<file path="config.mk">
export PLATFORM = sky130hd
export DESIGN_NAME = heartbeat_membership_table_flat
export DESIGN_NICKNAME = d
export VERILOG_FILES = /design/src/rtl/hbm_pkg.sv /design/src/rtl/hbm_in_if.sv /design/src/rtl/hbm_out_if.sv /design/src/rtl/hbm_entry_ram.sv /design/src/rtl/heartbeat_membership_table.sv /design/src/flat_wrapper.sv
export VERILOG_INCLUDE_DIRS = /design/src /design/src/rtl
export SDC_FILE = /design/constraint.sdc
export NUM_CORES = 2
export LEC_CHECK = 0
export BUFFER_PORTS_ARGS = -buffer_cell sky130_fd_sc_hd__buf_2
export CORE_UTILIZATION = 30
export CTS_CLUSTER_DIAMETER = 40
export DETAILED_ROUTE_END_ITERATION = 10
export REMOVE_ABC_BUFFERS = 1
export SLEW_MARGIN = 20
export SYNTH_ARGS = -nofsm -noshare
export SYNTH_HDL_FRONTEND = slang
export SYNTH_HIERARCHICAL = 1
export SYNTH_SLANG_ARGS = --single-unit
</file>
<file path="constraint.sdc">
create_clock -name clk -period 21.8 [get_ports clk]
set_input_delay 4.36 -clock clk [delete_from_list [all_inputs] [get_ports clk]]
set_output_delay 4.36 -clock clk [all_outputs]
set_load 0.01 [all_outputs]
</file>
<file path="src/rtl/heartbeat_membership_table_macros.svh">
// Assertion macros for the membership table.
// Used by the top level only; expects clk and rst_n in scope.
`ifndef HEARTBEAT_MEMBERSHIP_TABLE_MACROS_SVH
`define HEARTBEAT_MEMBERSHIP_TABLE_MACROS_SVH

// Same-cycle implication under reset.
`define HBM_ASSERT_NOW(lbl, ante, cons, msg) \
    lbl: assert property (@(posedge clk) disable iff (!rst_n) (ante) |-> (cons)) \
        else $error(msg);

// Next-cycle implication under reset.
`define HBM_ASSERT_NEXT(lbl, ante, cons, msg) \
    lbl: assert property (@(posedge clk) disable iff (!rst_n) (ante) |=> (cons)) \
        else $error(msg);

`endif

</file>
<file path="src/rtl/hbm_pkg.sv">
// Shared types, codes and helpers for the heartbeat membership table.
// No dependencies.
package hbm_pkg;

    // Commands
    localparam logic [1:0] CMD_JOIN_REQ = 2'd0;
    localparam logic [1:0] CMD_JOIN_REP = 2'd1;
    localparam logic [1:0] CMD_MERGE    = 2'd2;
    localparam logic [1:0] CMD_SWEEP    = 2'd3;

    // Event codes
    localparam logic [2:0] EV_IGNORED   = 3'd0;
    localparam logic [2:0] EV_ADDED     = 3'd1;
    localparam logic [2:0] EV_REFRESHED = 3'd2;
    localparam logic [2:0] EV_REMOVED   = 3'd3;
    localparam logic [2:0] EV_FULL      = 3'd4;
    localparam logic [2:0] EV_SWEEP     = 3'd5;

    // Config register indexes
    localparam logic [1:0] REG_SELF_ID   = 2'd0;
    localparam logic [1:0] REG_SELF_PORT = 2'd1;
    localparam logic [1:0] REG_FAIL_TO   = 2'd2;
    localparam logic [1:0] REG_REMOVE_TO = 2'd3;

    // Heartbeat given to a member added by a join request
    localparam logic [31:0] HB_INIT = 32'd1;

    typedef struct packed {
        logic [31:0] id;
        logic [15:0] port;
        logic [31:0] heartbeat;
        logic [31:0] stamp;
    } entry_t;

    // stamp + limit <= now, without wrap
    function automatic logic past_limit(input logic [31:0] stamp,
                                        input logic [15:0] limit,
                                        input logic [31:0] now);
        logic [32:0] sum;
        sum = {1'b0, stamp} + {17'b0, limit};
        return sum <= {1'b0, now};
    endfunction

endpackage

</file>
<file path="src/rtl/hbm_in_if.sv">
// Input item channel of the membership table.
// Depends on nothing.
interface hbm_in_if;
    logic        valid;
    logic        ready;
    logic [1:0]  command;
    logic [31:0] member_id;
    logic [15:0] member_port;
    logic [31:0] member_heartbeat;
    logic [31:0] member_stamp;
    logic [31:0] current_time;

    modport source (output valid, command, member_id, member_port, member_heartbeat,
                    member_stamp, current_time, input ready);
    modport sink (input valid, command, member_id, member_port, member_heartbeat,
                  member_stamp, current_time, output ready);
endinterface

</file>
<file path="src/rtl/hbm_out_if.sv">
// Result item channel of the membership table.
// Depends on nothing.
interface hbm_out_if;
    logic        valid;
    logic        ready;
    logic [2:0]  event_res;
    logic [31:0] event_id;
    logic [15:0] event_port;
    logic [5:0]  entry_count;
    logic        joined;
    logic        last;

    modport source (output valid, event_res, event_id, event_port, entry_count, joined,
                    last, input ready);
    modport sink (input valid, event_res, event_id, event_port, entry_count, joined,
                  last, output ready);
endinterface

</file>
<file path="src/rtl/hbm_entry_ram.sv">
// Entry storage: one write port, one read port, registered read data.
// Depends on hbm_pkg for the entry type.
module hbm_entry_ram #(
    parameter int DEPTH = 32,
    parameter int AW    = 5
) (
    input  logic           clk,
    input  logic           we,
    input  logic [AW-1:0]  waddr,
    input  hbm_pkg::entry_t wdata,
    input  logic           re,
    input  logic [AW-1:0]  raddr,
    output hbm_pkg::entry_t rdata
);
    import hbm_pkg::*;

    entry_t mem [DEPTH];
    entry_t rdata_reg;

    // write port
    always_ff @(posedge clk)
    begin
        if (we)
        begin
            mem[waddr] <= wdata;
        end
    end

    // read port, data holds until the next read
    always_ff @(posedge clk)
    begin
        if (re)
        begin
            rdata_reg <= mem[raddr];
        end
    end

    assign rdata = rdata_reg;

endmodule

</file>
<file path="src/rtl/heartbeat_membership_table.sv">
// Join and merge items search the table one entry at a time (read, then compare), then add
// or refresh; a removal by merge then compacts the entries from the removed one onward.
// A sweep reads and compacts every entry. Any wait on the result side stalls all of these.
// One item at a time; a new item is taken only once the table walk for the last one is done.
// Reset: table empty, not in group, config at its defaults. No clearing pass.
module heartbeat_membership_table #(
    parameter int TABLE_DEPTH = 32
) (
    input  logic        clk,
    input  logic        rst_n,
    hbm_in_if.sink      in_ch,
    hbm_out_if.source   out_ch,
    input  logic        cfg_we,
    input  logic [1:0]  cfg_index,
    input  logic [31:0] cfg_data
);
    import hbm_pkg::*;

    localparam int AW = (TABLE_DEPTH > 1) ? $clog2(TABLE_DEPTH) : 1;
    localparam int CW = $clog2(TABLE_DEPTH + 1);
    localparam logic [CW-1:0] DEPTH_C = CW'(TABLE_DEPTH);

    localparam logic [2:0] ST_IDLE   = 3'd0;
    localparam logic [2:0] ST_SR_RD  = 3'd1;
    localparam logic [2:0] ST_SR_CHK = 3'd2;
    localparam logic [2:0] ST_CP_RD  = 3'd3;
    localparam logic [2:0] ST_CP_CHK = 3'd4;
    localparam logic [2:0] ST_EMIT   = 3'd5;

    // config
    logic [31:0] self_id_reg;
    logic [15:0] self_port_reg;
    logic [15:0] fail_to_reg;
    logic [15:0] remove_to_reg;

    // control
    logic [2:0]    state_reg, state_next;
    logic [CW-1:0] occ_reg, occ_next;
    logic          group_reg, group_next;
    logic [CW-1:0] rd_reg, rd_next;
    logic [CW-1:0] wr_reg, wr_next;
    logic [CW-1:0] end_reg, end_next;
    logic [CW-1:0] idx_reg, idx_next;
    logic          sweep_reg, sweep_next;
    logic [2:0]    res_reg, res_next;

    // item payload
    logic [1:0]  cmd_reg, cmd_next;
    logic [31:0] id_reg, id_next;
    logic [15:0] port_reg, port_next;
    logic [31:0] hb_reg, hb_next;
    logic [31:0] stamp_reg, stamp_next;
    logic [31:0] now_reg, now_next;

    // output register
    logic        out_valid_reg;
    logic [2:0]  out_res_reg;
    logic [31:0] out_id_reg;
    logic [15:0] out_port_reg;
    logic [5:0]  out_count_reg;
    logic        out_joined_reg;
    logic        out_last_reg;

    logic        out_load;
    logic [2:0]  out_res;
    logic [31:0] out_id;
    logic [15:0] out_port;
    logic        out_last;
    logic        slot_free;
    logic        in_fire;

    // memory port
    logic          ram_we;
    logic [AW-1:0] ram_waddr;
    entry_t        ram_wdata;
    logic          ram_re;
    logic [AW-1:0] ram_raddr;
    entry_t        ram_rdata;

    logic          drop;
    logic          cp_ptrs_ok;

    hbm_entry_ram #(
        .DEPTH (TABLE_DEPTH),
        .AW    (AW)
    ) u_ram (
        .clk   (clk),
        .we    (ram_we),
        .waddr (ram_waddr),
        .wdata (ram_wdata),
        .re    (ram_re),
        .raddr (ram_raddr),
        .rdata (ram_rdata)
    );

    assign in_ch.ready = (state_reg == ST_IDLE);
    assign in_fire     = in_ch.valid && in_ch.ready;
    assign slot_free   = !out_valid_reg || out_ch.ready;

    // config registers
    always_ff @(posedge clk or negedge rst_n)
    begin
        if (!rst_n)
        begin
            self_id_reg   <= '0;
            self_port_reg <= '0;
            fail_to_reg   <= 16'd5;
            remove_to_reg <= 16'd20;
        end
        else if (cfg_we)
        begin
            case (cfg_index)
                REG_SELF_ID:   self_id_reg   <= cfg_data;
                REG_SELF_PORT: self_port_reg <= cfg_data[15:0];
                REG_FAIL_TO:   fail_to_reg   <= cfg_data[15:0];
                REG_REMOVE_TO: remove_to_reg <= cfg_data[15:0];
                default:       self_id_reg   <= self_id_reg;
            endcase
        end
    end

    // sequencer: search, add/refresh, compaction, result hand-off
    always_comb
    begin
        state_next = state_reg;
        occ_next   = occ_reg;
        group_next = group_reg;
        rd_next    = rd_reg;
        wr_next    = wr_reg;
        end_next   = end_reg;
        idx_next   = idx_reg;
        sweep_next = sweep_reg;
        res_next   = res_reg;
        cmd_next   = cmd_reg;
        id_next    = id_reg;
        port_next  = port_reg;
        hb_next    = hb_reg;
        stamp_next = stamp_reg;
        now_next   = now_reg;

        ram_we    = 1'b0;
        ram_waddr = rd_reg[AW-1:0];
        ram_wdata = '{id: id_reg, port: port_reg, heartbeat: hb_reg, stamp: stamp_reg};
        ram_re    = 1'b0;
        ram_raddr = rd_reg[AW-1:0];

        out_load = 1'b0;
        out_res  = res_reg;
        out_id   = id_reg;
        out_port = port_reg;
        out_last = 1'b1;

        drop = sweep_reg ? past_limit(ram_rdata.stamp, remove_to_reg, now_reg)
                         : (rd_reg == idx_reg);

        case (state_reg)
            ST_IDLE:
            begin
                if (in_fire)
                begin
                    cmd_next   = in_ch.command;
                    id_next    = in_ch.member_id;
                    port_next  = in_ch.member_port;
                    hb_next    = in_ch.member_heartbeat;
                    stamp_next = in_ch.member_stamp;
                    now_next   = in_ch.current_time;
                    rd_next    = '0;
                    if (in_ch.command == CMD_SWEEP)
                    begin
                        sweep_next = 1'b1;
                        wr_next    = '0;
                        end_next   = occ_reg;
                        state_next = ST_CP_RD;
                    end
                    else if (in_ch.member_id == self_id_reg &&
                             in_ch.member_port == self_port_reg)
                    begin
                        res_next   = EV_IGNORED;
                        state_next = ST_EMIT;
                    end
                    else
                    begin
                        state_next = ST_SR_RD;
                    end
                end
            end

            ST_SR_RD:
            begin
                if (rd_reg == occ_reg)
                begin
                    // not in the table
                    state_next = ST_EMIT;
                    if (cmd_reg == CMD_MERGE &&
                        (past_limit(stamp_reg, remove_to_reg, now_reg) ||
                         past_limit(stamp_reg, fail_to_reg, now_reg)))
                    begin
                        res_next = EV_IGNORED;
                    end
                    else if (occ_reg == DEPTH_C)
                    begin
                        res_next = EV_FULL;
                    end
                    else
                    begin
                        ram_we    = 1'b1;
                        ram_waddr = occ_reg[AW-1:0];
                        if (cmd_reg == CMD_JOIN_REQ)
                        begin
                            ram_wdata.heartbeat = HB_INIT;
                            ram_wdata.stamp     = now_reg;
                        end
                        occ_next = occ_reg + CW'(1);
                        res_next = EV_ADDED;
                    end
                end
                else
                begin
                    ram_re     = 1'b1;
                    state_next = ST_SR_CHK;
                end
            end

            ST_SR_CHK:
            begin
                if (ram_rdata.id == id_reg && ram_rdata.port == port_reg)
                begin
                    if (cmd_reg != CMD_MERGE)
                    begin
                        res_next   = EV_IGNORED;
                        state_next = ST_EMIT;
                    end
                    else if (past_limit(stamp_reg, remove_to_reg, now_reg))
                    begin
                        // close the gap from the matched slot onward
                        sweep_next = 1'b0;
                        idx_next   = rd_reg;
                        wr_next    = rd_reg;
                        end_next   = occ_reg;
                        state_next = ST_CP_RD;
                    end
                    else if (ram_rdata.heartbeat < hb_reg)
                    begin
                        ram_we          = 1'b1;
                        ram_wdata.stamp = now_reg;
                        res_next        = EV_REFRESHED;
                        state_next      = ST_EMIT;
                    end
                    else
                    begin
                        res_next   = EV_IGNORED;
                        state_next = ST_EMIT;
                    end
                end
                else
                begin
                    rd_next    = rd_reg + CW'(1);
                    state_next = ST_SR_RD;
                end
            end

            ST_CP_RD:
            begin
                if (rd_reg == end_reg)
                begin
                    state_next = ST_EMIT;
                    if (sweep_reg)
                    begin
                        res_next  = EV_SWEEP;
                        id_next   = '0;
                        port_next = '0;
                    end
                    else
                    begin
                        res_next = EV_REMOVED;
                    end
                end
                else
                begin
                    ram_re     = 1'b1;
                    state_next = ST_CP_CHK;
                end
            end

            ST_CP_CHK:
            begin
                if (drop)
                begin
                    if (!sweep_reg)
                    begin
                        occ_next   = occ_reg - CW'(1);
                        rd_next    = rd_reg + CW'(1);
                        state_next = ST_CP_RD;
                    end
                    else if (slot_free)
                    begin
                        out_load   = 1'b1;
                        out_res    = EV_REMOVED;
                        out_id     = ram_rdata.id;
                        out_port   = ram_rdata.port;
                        out_last   = 1'b0;
                        occ_next   = occ_reg - CW'(1);
                        rd_next    = rd_reg + CW'(1);
                        state_next = ST_CP_RD;
                    end
                end
                else
                begin
                    // keep: move down to the write pointer
                    ram_we     = 1'b1;
                    ram_waddr  = wr_reg[AW-1:0];
                    ram_wdata  = ram_rdata;
                    wr_next    = wr_reg + CW'(1);
                    rd_next    = rd_reg + CW'(1);
                    state_next = ST_CP_RD;
                end
            end

            ST_EMIT:
            begin
                if (slot_free)
                begin
                    out_load = 1'b1;
                    if (cmd_reg == CMD_JOIN_REP)
                    begin
                        group_next = 1'b1;
                    end
                    state_next = ST_IDLE;
                end
            end

            default:
            begin
                state_next = ST_IDLE;
            end
        endcase
    end

    // control state
    always_ff @(posedge clk or negedge rst_n)
    begin
        if (!rst_n)
        begin
            state_reg <= ST_IDLE;
            occ_reg   <= '0;
            group_reg <= 1'b0;
            rd_reg    <= '0;
            wr_reg    <= '0;
            end_reg   <= '0;
            idx_reg   <= '0;
            sweep_reg <= 1'b0;
            res_reg   <= EV_IGNORED;
        end
        else
        begin
            state_reg <= state_next;
            occ_reg   <= occ_next;
            group_reg <= group_next;
            rd_reg    <= rd_next;
            wr_reg    <= wr_next;
            end_reg   <= end_next;
            idx_reg   <= idx_next;
            sweep_reg <= sweep_next;
            res_reg   <= res_next;
        end
    end

    // item payload
    always_ff @(posedge clk)
    begin
        cmd_reg   <= cmd_next;
        id_reg    <= id_next;
        port_reg  <= port_next;
        hb_reg    <= hb_next;
        stamp_reg <= stamp_next;
        now_reg   <= now_next;
    end

    // output register
    always_ff @(posedge clk or negedge rst_n)
    begin
        if (!rst_n)
        begin
            out_valid_reg <= 1'b0;
        end
        else if (out_load)
        begin
            out_valid_reg <= 1'b1;
        end
        else if (out_ch.ready)
        begin
            out_valid_reg <= 1'b0;
        end
    end

    always_ff @(posedge clk)
    begin
        if (out_load)
        begin
            out_res_reg    <= out_res;
            out_id_reg     <= out_id;
            out_port_reg   <= out_port;
            out_count_reg  <= 6'(occ_next);
            out_joined_reg <= group_next;
            out_last_reg   <= out_last;
        end
    end

    assign out_ch.valid       = out_valid_reg;
    assign out_ch.event_res   = out_res_reg;
    assign out_ch.event_id    = out_id_reg;
    assign out_ch.event_port  = out_port_reg;
    assign out_ch.entry_count = out_count_reg;
    assign out_ch.joined      = out_joined_reg;
    assign out_ch.last        = out_last_reg;

    // checks
    assign cp_ptrs_ok = (wr_reg <= rd_reg) && (rd_reg < end_reg);

`include "heartbeat_membership_table_macros.svh"

    `HBM_ASSERT_NOW(a_occ_bound, 1'b1, occ_reg <= DEPTH_C, "occupancy beyond table depth")
    `HBM_ASSERT_NEXT(a_busy_after_accept, in_fire, state_reg != ST_IDLE, "idle after accept")
    `HBM_ASSERT_NOW(a_compact_ptrs, state_reg == ST_CP_CHK, cp_ptrs_ok, "pointers crossed")
    `HBM_ASSERT_NOW(a_no_overwrite, out_load, slot_free, "result loaded over a waiting result")

endmodule
</file>
<file path="src/flat_wrapper.sv">
// flat-port wrapper written by rule: the top's interface ports become plain ports
module heartbeat_membership_table_flat import hbm_pkg::*;
#(
    parameter int TABLE_DEPTH = 32
)
  (clk, rst_n, cfg_we, cfg_index, cfg_data, in_ch_valid, in_ch_command, in_ch_member_id, in_ch_member_port, in_ch_member_heartbeat, in_ch_member_stamp, in_ch_current_time, in_ch_ready, out_ch_valid, out_ch_event_res, out_ch_event_id, out_ch_event_port, out_ch_entry_count, out_ch_joined, out_ch_last, out_ch_ready);
  hbm_in_if in_ch_i ();
  hbm_out_if out_ch_i ();
  input  logic clk;
  input  logic rst_n;
  input  logic cfg_we;
  input  logic [1:0] cfg_index;
  input  logic [31:0] cfg_data;
  input wire logic [$bits(in_ch_i.valid)-1:0] in_ch_valid;
  input wire logic [$bits(in_ch_i.command)-1:0] in_ch_command;
  input wire logic [$bits(in_ch_i.member_id)-1:0] in_ch_member_id;
  input wire logic [$bits(in_ch_i.member_port)-1:0] in_ch_member_port;
  input wire logic [$bits(in_ch_i.member_heartbeat)-1:0] in_ch_member_heartbeat;
  input wire logic [$bits(in_ch_i.member_stamp)-1:0] in_ch_member_stamp;
  input wire logic [$bits(in_ch_i.current_time)-1:0] in_ch_current_time;
  output wire logic [$bits(in_ch_i.ready)-1:0] in_ch_ready;
  output wire logic [$bits(out_ch_i.valid)-1:0] out_ch_valid;
  output wire logic [$bits(out_ch_i.event_res)-1:0] out_ch_event_res;
  output wire logic [$bits(out_ch_i.event_id)-1:0] out_ch_event_id;
  output wire logic [$bits(out_ch_i.event_port)-1:0] out_ch_event_port;
  output wire logic [$bits(out_ch_i.entry_count)-1:0] out_ch_entry_count;
  output wire logic [$bits(out_ch_i.joined)-1:0] out_ch_joined;
  output wire logic [$bits(out_ch_i.last)-1:0] out_ch_last;
  input wire logic [$bits(out_ch_i.ready)-1:0] out_ch_ready;
  assign in_ch_i.valid = in_ch_valid;
  assign in_ch_i.command = in_ch_command;
  assign in_ch_i.member_id = in_ch_member_id;
  assign in_ch_i.member_port = in_ch_member_port;
  assign in_ch_i.member_heartbeat = in_ch_member_heartbeat;
  assign in_ch_i.member_stamp = in_ch_member_stamp;
  assign in_ch_i.current_time = in_ch_current_time;
  assign in_ch_ready = in_ch_i.ready;
  assign out_ch_valid = out_ch_i.valid;
  assign out_ch_event_res = out_ch_i.event_res;
  assign out_ch_event_id = out_ch_i.event_id;
  assign out_ch_event_port = out_ch_i.event_port;
  assign out_ch_entry_count = out_ch_i.entry_count;
  assign out_ch_joined = out_ch_i.joined;
  assign out_ch_last = out_ch_i.last;
  assign out_ch_i.ready = out_ch_ready;
  heartbeat_membership_table #(.TABLE_DEPTH(TABLE_DEPTH)) u_core (.clk(clk), .rst_n(rst_n), .in_ch(in_ch_i), .out_ch(out_ch_i), .cfg_we(cfg_we), .cfg_index(cfg_index), .cfg_data(cfg_data));
endmodule
</file>
* Word-level counts from Yosys, hierarchy flattened
Memories as Yosys holds them, arrays and structs flattened. A register that Yosys moved wholly into a read port is not among the register bits.
Index checks and enable logic that the tools add are counted.
** Word-level totals
- Bits in registers :: 324
- Latch bits :: 0
- Bits in writable memories :: 3584
- Memory bits (read-only) :: 0
- Logic and storage cells :: 222
- Memories :: 1
** Operators by class
- Add/subtract/negate cells :: 7
- Multipliers :: 0
- Div/mod/pow operators :: 0
- Order comparisons :: 4
- Equality and inequality tests :: 35
- Shifts and indexed selects :: 0
- Multiplexer cells :: 120
- Bitwise logic cells :: 1
- Reductions and logical operators :: 28
** Memory list
- u_core.u_ram.mem :: depth 32, bits a word 112, rd ports 1, clocked after Yosys merged registers in 1, wr ports 1, line hbm_entry_ram.sv:17 : entry_t mem [DEPTH];
** Operators by type and width (count)
- $mux W32 :: 11
- $mux W64 :: 4
- $mux W6 :: 22
- $pmux W32 S2 :: 2
- $mux W112 :: 1
- $mux W16 :: 7
- $add A32 B16 Y33 :: 3
- $le A33 B32 Y1 :: 3
- $pmux W32 S3 :: 1
- $mux W3 :: 26
- $eq A32 B32 Y1 :: 2
- $mux W48 :: 1
- $pmux W6 S3 :: 2
- $eq A16 B16 Y1 :: 2
- $lt A32 B32 Y1 :: 1
- $pmux W16 S2 :: 1
- $mux W1 :: 28
- $pmux W6 S2 :: 2
- $mux W5 :: 4
- $add A6 B1 Y6 const B :: 3
- $eq A6 B6 Y1 :: 3
- $pmux W3 S6 :: 1
- $ne A2 B2 Y1 const B :: 8
- $ne A2 B1 Y1 const B :: 6
- 29 further kinds :: 51

* Depth between registers and ports, before layout
- Word-level depth :: 9
- Mapped depth :: 26

* Cells and area by module
The synthesis kept the hierarchy.
** Modules (own cells, without submodules)
- hbm_entry_ram :: times used 1, cells an instance 6524, area an instance 139353.7 µm²
- heartbeat_membership_table :: times used 1, cells an instance 2018, area an instance 21602.0 µm²

* Least setup slack after synthesis
No wires, ideal clock.
- Kind :: reg2reg
- From :: register u_core.remove_to_reg[1]
- To :: memory u_core/u_ram/mem[28][0] (netlist name) (enable)
- Library setup time :: 0.585 ns
- Arrival :: 10.392 ns
- Path slack :: 10.824 ns
- Cell stages (with the launch flop) :: 26
- Period minus slack after synthesis :: 10.976 ns
- Path through :: dfrtp_1 > ha_1 > a21o_1 > a21oi_1 > nand2b_1 > a211o_1 > a211o_1 > and3_1 > nor3_1 > nand2_1 > xnor2_1 > ha_1 > nand4_1 > and4bb_2 > and2_1 > a41oi_1 > a31o_2 > or4_4 > buf_6 > and3_4 > buf_6 > and2_4 > a221o_1 > or3b_2 > clkbuf_1 > nor2_1
** On the way
- Elaborated cells between the ends (all ways) :: 20
- Classes of those cells :: 2 x add/sub; 2 x order compare; 14 x mux; 2 x reduce/logical
** RTL lines
- from (decl) :: line heartbeat_membership_table.sv:34 : logic [15:0] remove_to_reg;
- from (signal assigned) :: line heartbeat_membership_table.sv:116 : REG_REMOVE_TO: remove_to_reg <= cfg_data[15:0];
- $add A32 B16 Y33 :: line hbm_pkg.sv:40 : sum = {1'b0, stamp} + {17'b0, limit};
- $le A33 B32 Y1 :: line hbm_pkg.sv:41 : return sum <= {1'b0, now};
- $logic_or A1 B1 Y1 :: line heartbeat_membership_table.sv:195 : (past_limit(stamp_reg, remove_to_reg, now_reg) ||
- $logic_and A1 B1 Y1 :: line heartbeat_membership_table.sv:194 : if (cmd_reg == CMD_MERGE &&
- $mux W5 :: line heartbeat_membership_table.sv:194
- $mux W5 :: line heartbeat_membership_table.sv:190 : if (rd_reg == occ_reg)
- $pmux W5 S2 (*) :: line heartbeat_membership_table.sv:156 : case (state_reg)
- net u_core.ram_waddr[0] :: line heartbeat_membership_table.sv:74 : logic [AW-1:0] ram_waddr;
- to (decl) :: line hbm_entry_ram.sv:17
The timed path passes the listed nets; every way through them passes the cells marked *.

* Final worst setup path
- From :: register u_core.remove_to_reg[1]
- To :: memory u_core/u_ram/mem[6][60] (netlist name) (enable)
Same word-level chain as after synthesis.

==> reports/metrics.yaml <==
combPwrFrac: 0.222
hp-class: "reg2reg"
track_usage: 0.1851
crit_top_cell: "buf_4"
chipWidth_microns: 734.5
hold_viol: 0
worst_setup_path_end_kind: "flip-flop"
dp_hpwl_mm: 306.9
path_cells: "ha_1 -> a21o_1 -> a21oi_1 -> o21ai_0 -> a221o_1 -> a21oi_1 -> o2111ai_1 -> a21boi_0 -> nor3b_1 -> xor2_1 -> ha_1 -> and4_1 -> nor4bb_1 -> o311a_1 -> o31ai_1 -> a21oi_4 -> buf_4 -> a21oi_2 -> a221o_1 -> nand3b_1 -> nor2_4 -> buf_4 -> buf_4"
dpl_worst_slack_ns: 11.80
area_delta_synth_final_pct: 17.90
gp_routability_congestion: 0.8476
rsz0062_at_grt: "no"
skew_ns: 0.09976
largest_reg_flops: 3584
total_leakage_power_nw: 59.63
gr-total-overflow: 0
dr.pass1.iters: 6
die_area_sq_mm: 0.5395
clk_pin_slew_ns: 0.06
synth_common_cells: "3901 x edfxtp_1, 902 x mux2i_1, 599 x a22oi_1, 448 x mux4_2, 262 x nand3_1"
timing.final.crit_share: 0.4664
cts_tree: "done"
cp_max_fo: 42
postCtsHoldBufs: 0
cts.sinks: 4019
arrival_ns: 10.78
ys_ff_latch: 4019
swShare: 0.3098
yosys.area.top_type_share: 0.7278
worst_slew_pin_slew_ns: 1.325
cts_resized: 0
p_sw_mw: 7.446
setup_violations: 0
instances_no_fill: 16750
h-tree-depth: 6
cts_root_buffer: "clkbuf_16"
core_area_sq_mm: 0.5335
nNetsFinal: 9476
vias: 89890
synthTopCellsByArea: "edfxtp_1 73%, mux4_2 6.3%, mux2i_1 5.6%"
num_rows: 268
critPathTopFamily: "compound AO/OA/AOI/OAI gates"
fin_util: 0.3557
antenna_found_initial: 68
fin_crit_ns: 10.17
grt_pass1_wl_mm: 711.0
yosysSeqAreaShare: 0.7462
ys_types: 81
max_stage_delay_ns: 1.14
cts_made_buffers: 537
drv_cap: 0
power.density_mw_per_mm2: 126.7
wl_per_cell_microns: 30.86
max-vdd-ir-drop_mv: 0.1150
ys.warnings.count: 6
status: "complete, no violations"
fmax_mhz: 98.35
final.setup.tns_ns: 0
setup_ws_ns: 11.63
antenna_left: 0
dpl.cell_count: 15730
holdWs_ns: 0.5000
portBuffers: 245
grt_pass1_vias: 89290
post_cts_buffers: 0
cts.path.max_buffers: 4
syn_area_sq_mm: 0.1610
routed_via_density: 5.366
synthCells: 8542
die-height_microns: 734.5
maxSlewViolCount: 0
critPathLaunchType: "flip-flop"
grt_max_degree: 145
ios: 246
synth_top_area_cell: "edfxtp_1"
power_frac_seq: 0.413
synth_async_sr_flop_share: 0.02936
drive_gt1_frac: 0.2246
insertion_delay_ns: 1.07
timing.critical_path.buf_inv: 3
crit_type: "reg2reg"
yosysMostFrequentCell: "edfxtp_1"
relSlewSlack: 0.1165
synth-edff-count: 3901
drt_iter0_drc: 11460
drc: 0
clkPwrFrac: 0.365
cpMaxStageDelayCell: "nor2_4"
intPower_mw: 16.59
synth_flop_cell: "edfxtp_1"
wl_mm: 517.0
critPathRequiredTime_ns: 22.41
start_util: 0.3017
syn_avg_cell_area_sq_um: 18.84
layer usage:
layer	GRT usage	up-vias	wire, microns
li1	-	36160	-
met1	0.2557	47900	211400
met2	0.2896	5004	236100
met3	0.03859	809	50350
met4	0.06495	14	19020
met5	0	-	95
area by class of cell:
type	count	area, sq um
antenna	54	135.1
multi-input combinational	3965	38880
sequential	4019	120100
timing repair buffer	481	3233
tap	7155	8952
fill	49160	343700
clock buffer	616	13980
inverter	105	399.1
clock inverter	356	4080
layout by cell type (no fill, tap or decap), drive strengths merged, types with 8 or more instances in the layout:
cell type | netlist | final
xnor2 | 127 | 127
diode | 0 | 54
nor4 | 22 | 22
mux4 | 448 | 448
and2 | 73 | 73
nand2 | 196 | 196
inv | 105 | 177
nor2 | 143 | 143
buf | 235 | 481
nand2b | 19 | 19
mux2 | 222 | 222
a31oi | 78 | 78
nand3b | 10 | 10
bufinv | 0 | 47
dfrtp | 114 | 114
clkinvlp | 0 | 50
nor3 | 29 | 29
a22o | 66 | 66
a21oi | 91 | 91
a21o | 26 | 26
and3 | 25 | 25
o21ai | 74 | 74
clkinv | 0 | 187
ha | 179 | 179
clkbuf | 218 | 616
nand3 | 262 | 262
a221o | 36 | 36
o21bai | 13 | 13
a22oi | 599 | 599
xor2 | 82 | 82
o22ai | 8 | 8
nand4 | 95 | 95
mux2i | 902 | 902
o21a | 10 | 10
edfxtp | 3901 | 3901
nor2b | 26 | 26
power by group through the flow:
stage	registers (mW)	clock network (mW)	logic, mW
global placement	10.1	0	5.19
floorplan	10.2	0	4.76
global route	9.96	9.20	5.61
finish	9.94	8.78	5.33
CTS	9.93	8.89	5.29
detailed placement	10.1	0	5.27
logic make-up after synthesis:
logic type	share of synthesized area
AO/OA/AOI/OAI	0.04838
flip-flops	0.7462
AND/OR/NAND/NOR	0.02931
buffers and inverters	0.01617
adder cells (fa/ha/maj)	0.01429
XOR/XNOR	0.01137
multiplexers	0.1343
stage by stage:
stage               total power, mW  instance area (sq um)
floorplan                     15.00                 158700
global placement              15.27                 171500
detailed placement            15.35                 171500
CTS                           24.11                 189600
global route                  24.77                 189700
finish                        24.04                 189800
worst paths after layout:
check,start,endpoint,slack [ns],cells after the start
setup / recovery,u_core/remove_to_reg[1],u_core/u_ram/mem[6][60],11.63,23
min in group asynchronous,rst_n,u_core/fail_to_reg[14],3.42,1
max in group asynchronous,rst_n,u_core/self_id_reg[30],16.86,2
hold / removal,u_core/group_reg,u_core/group_reg,0.50,1
hold reg to reg,u_core/group_reg,u_core/group_reg,0.50,1
setup reg to reg,u_core/remove_to_reg[1],u_core/u_ram/mem[6][60],11.63,23
Power figures use the tool's default switching activity.
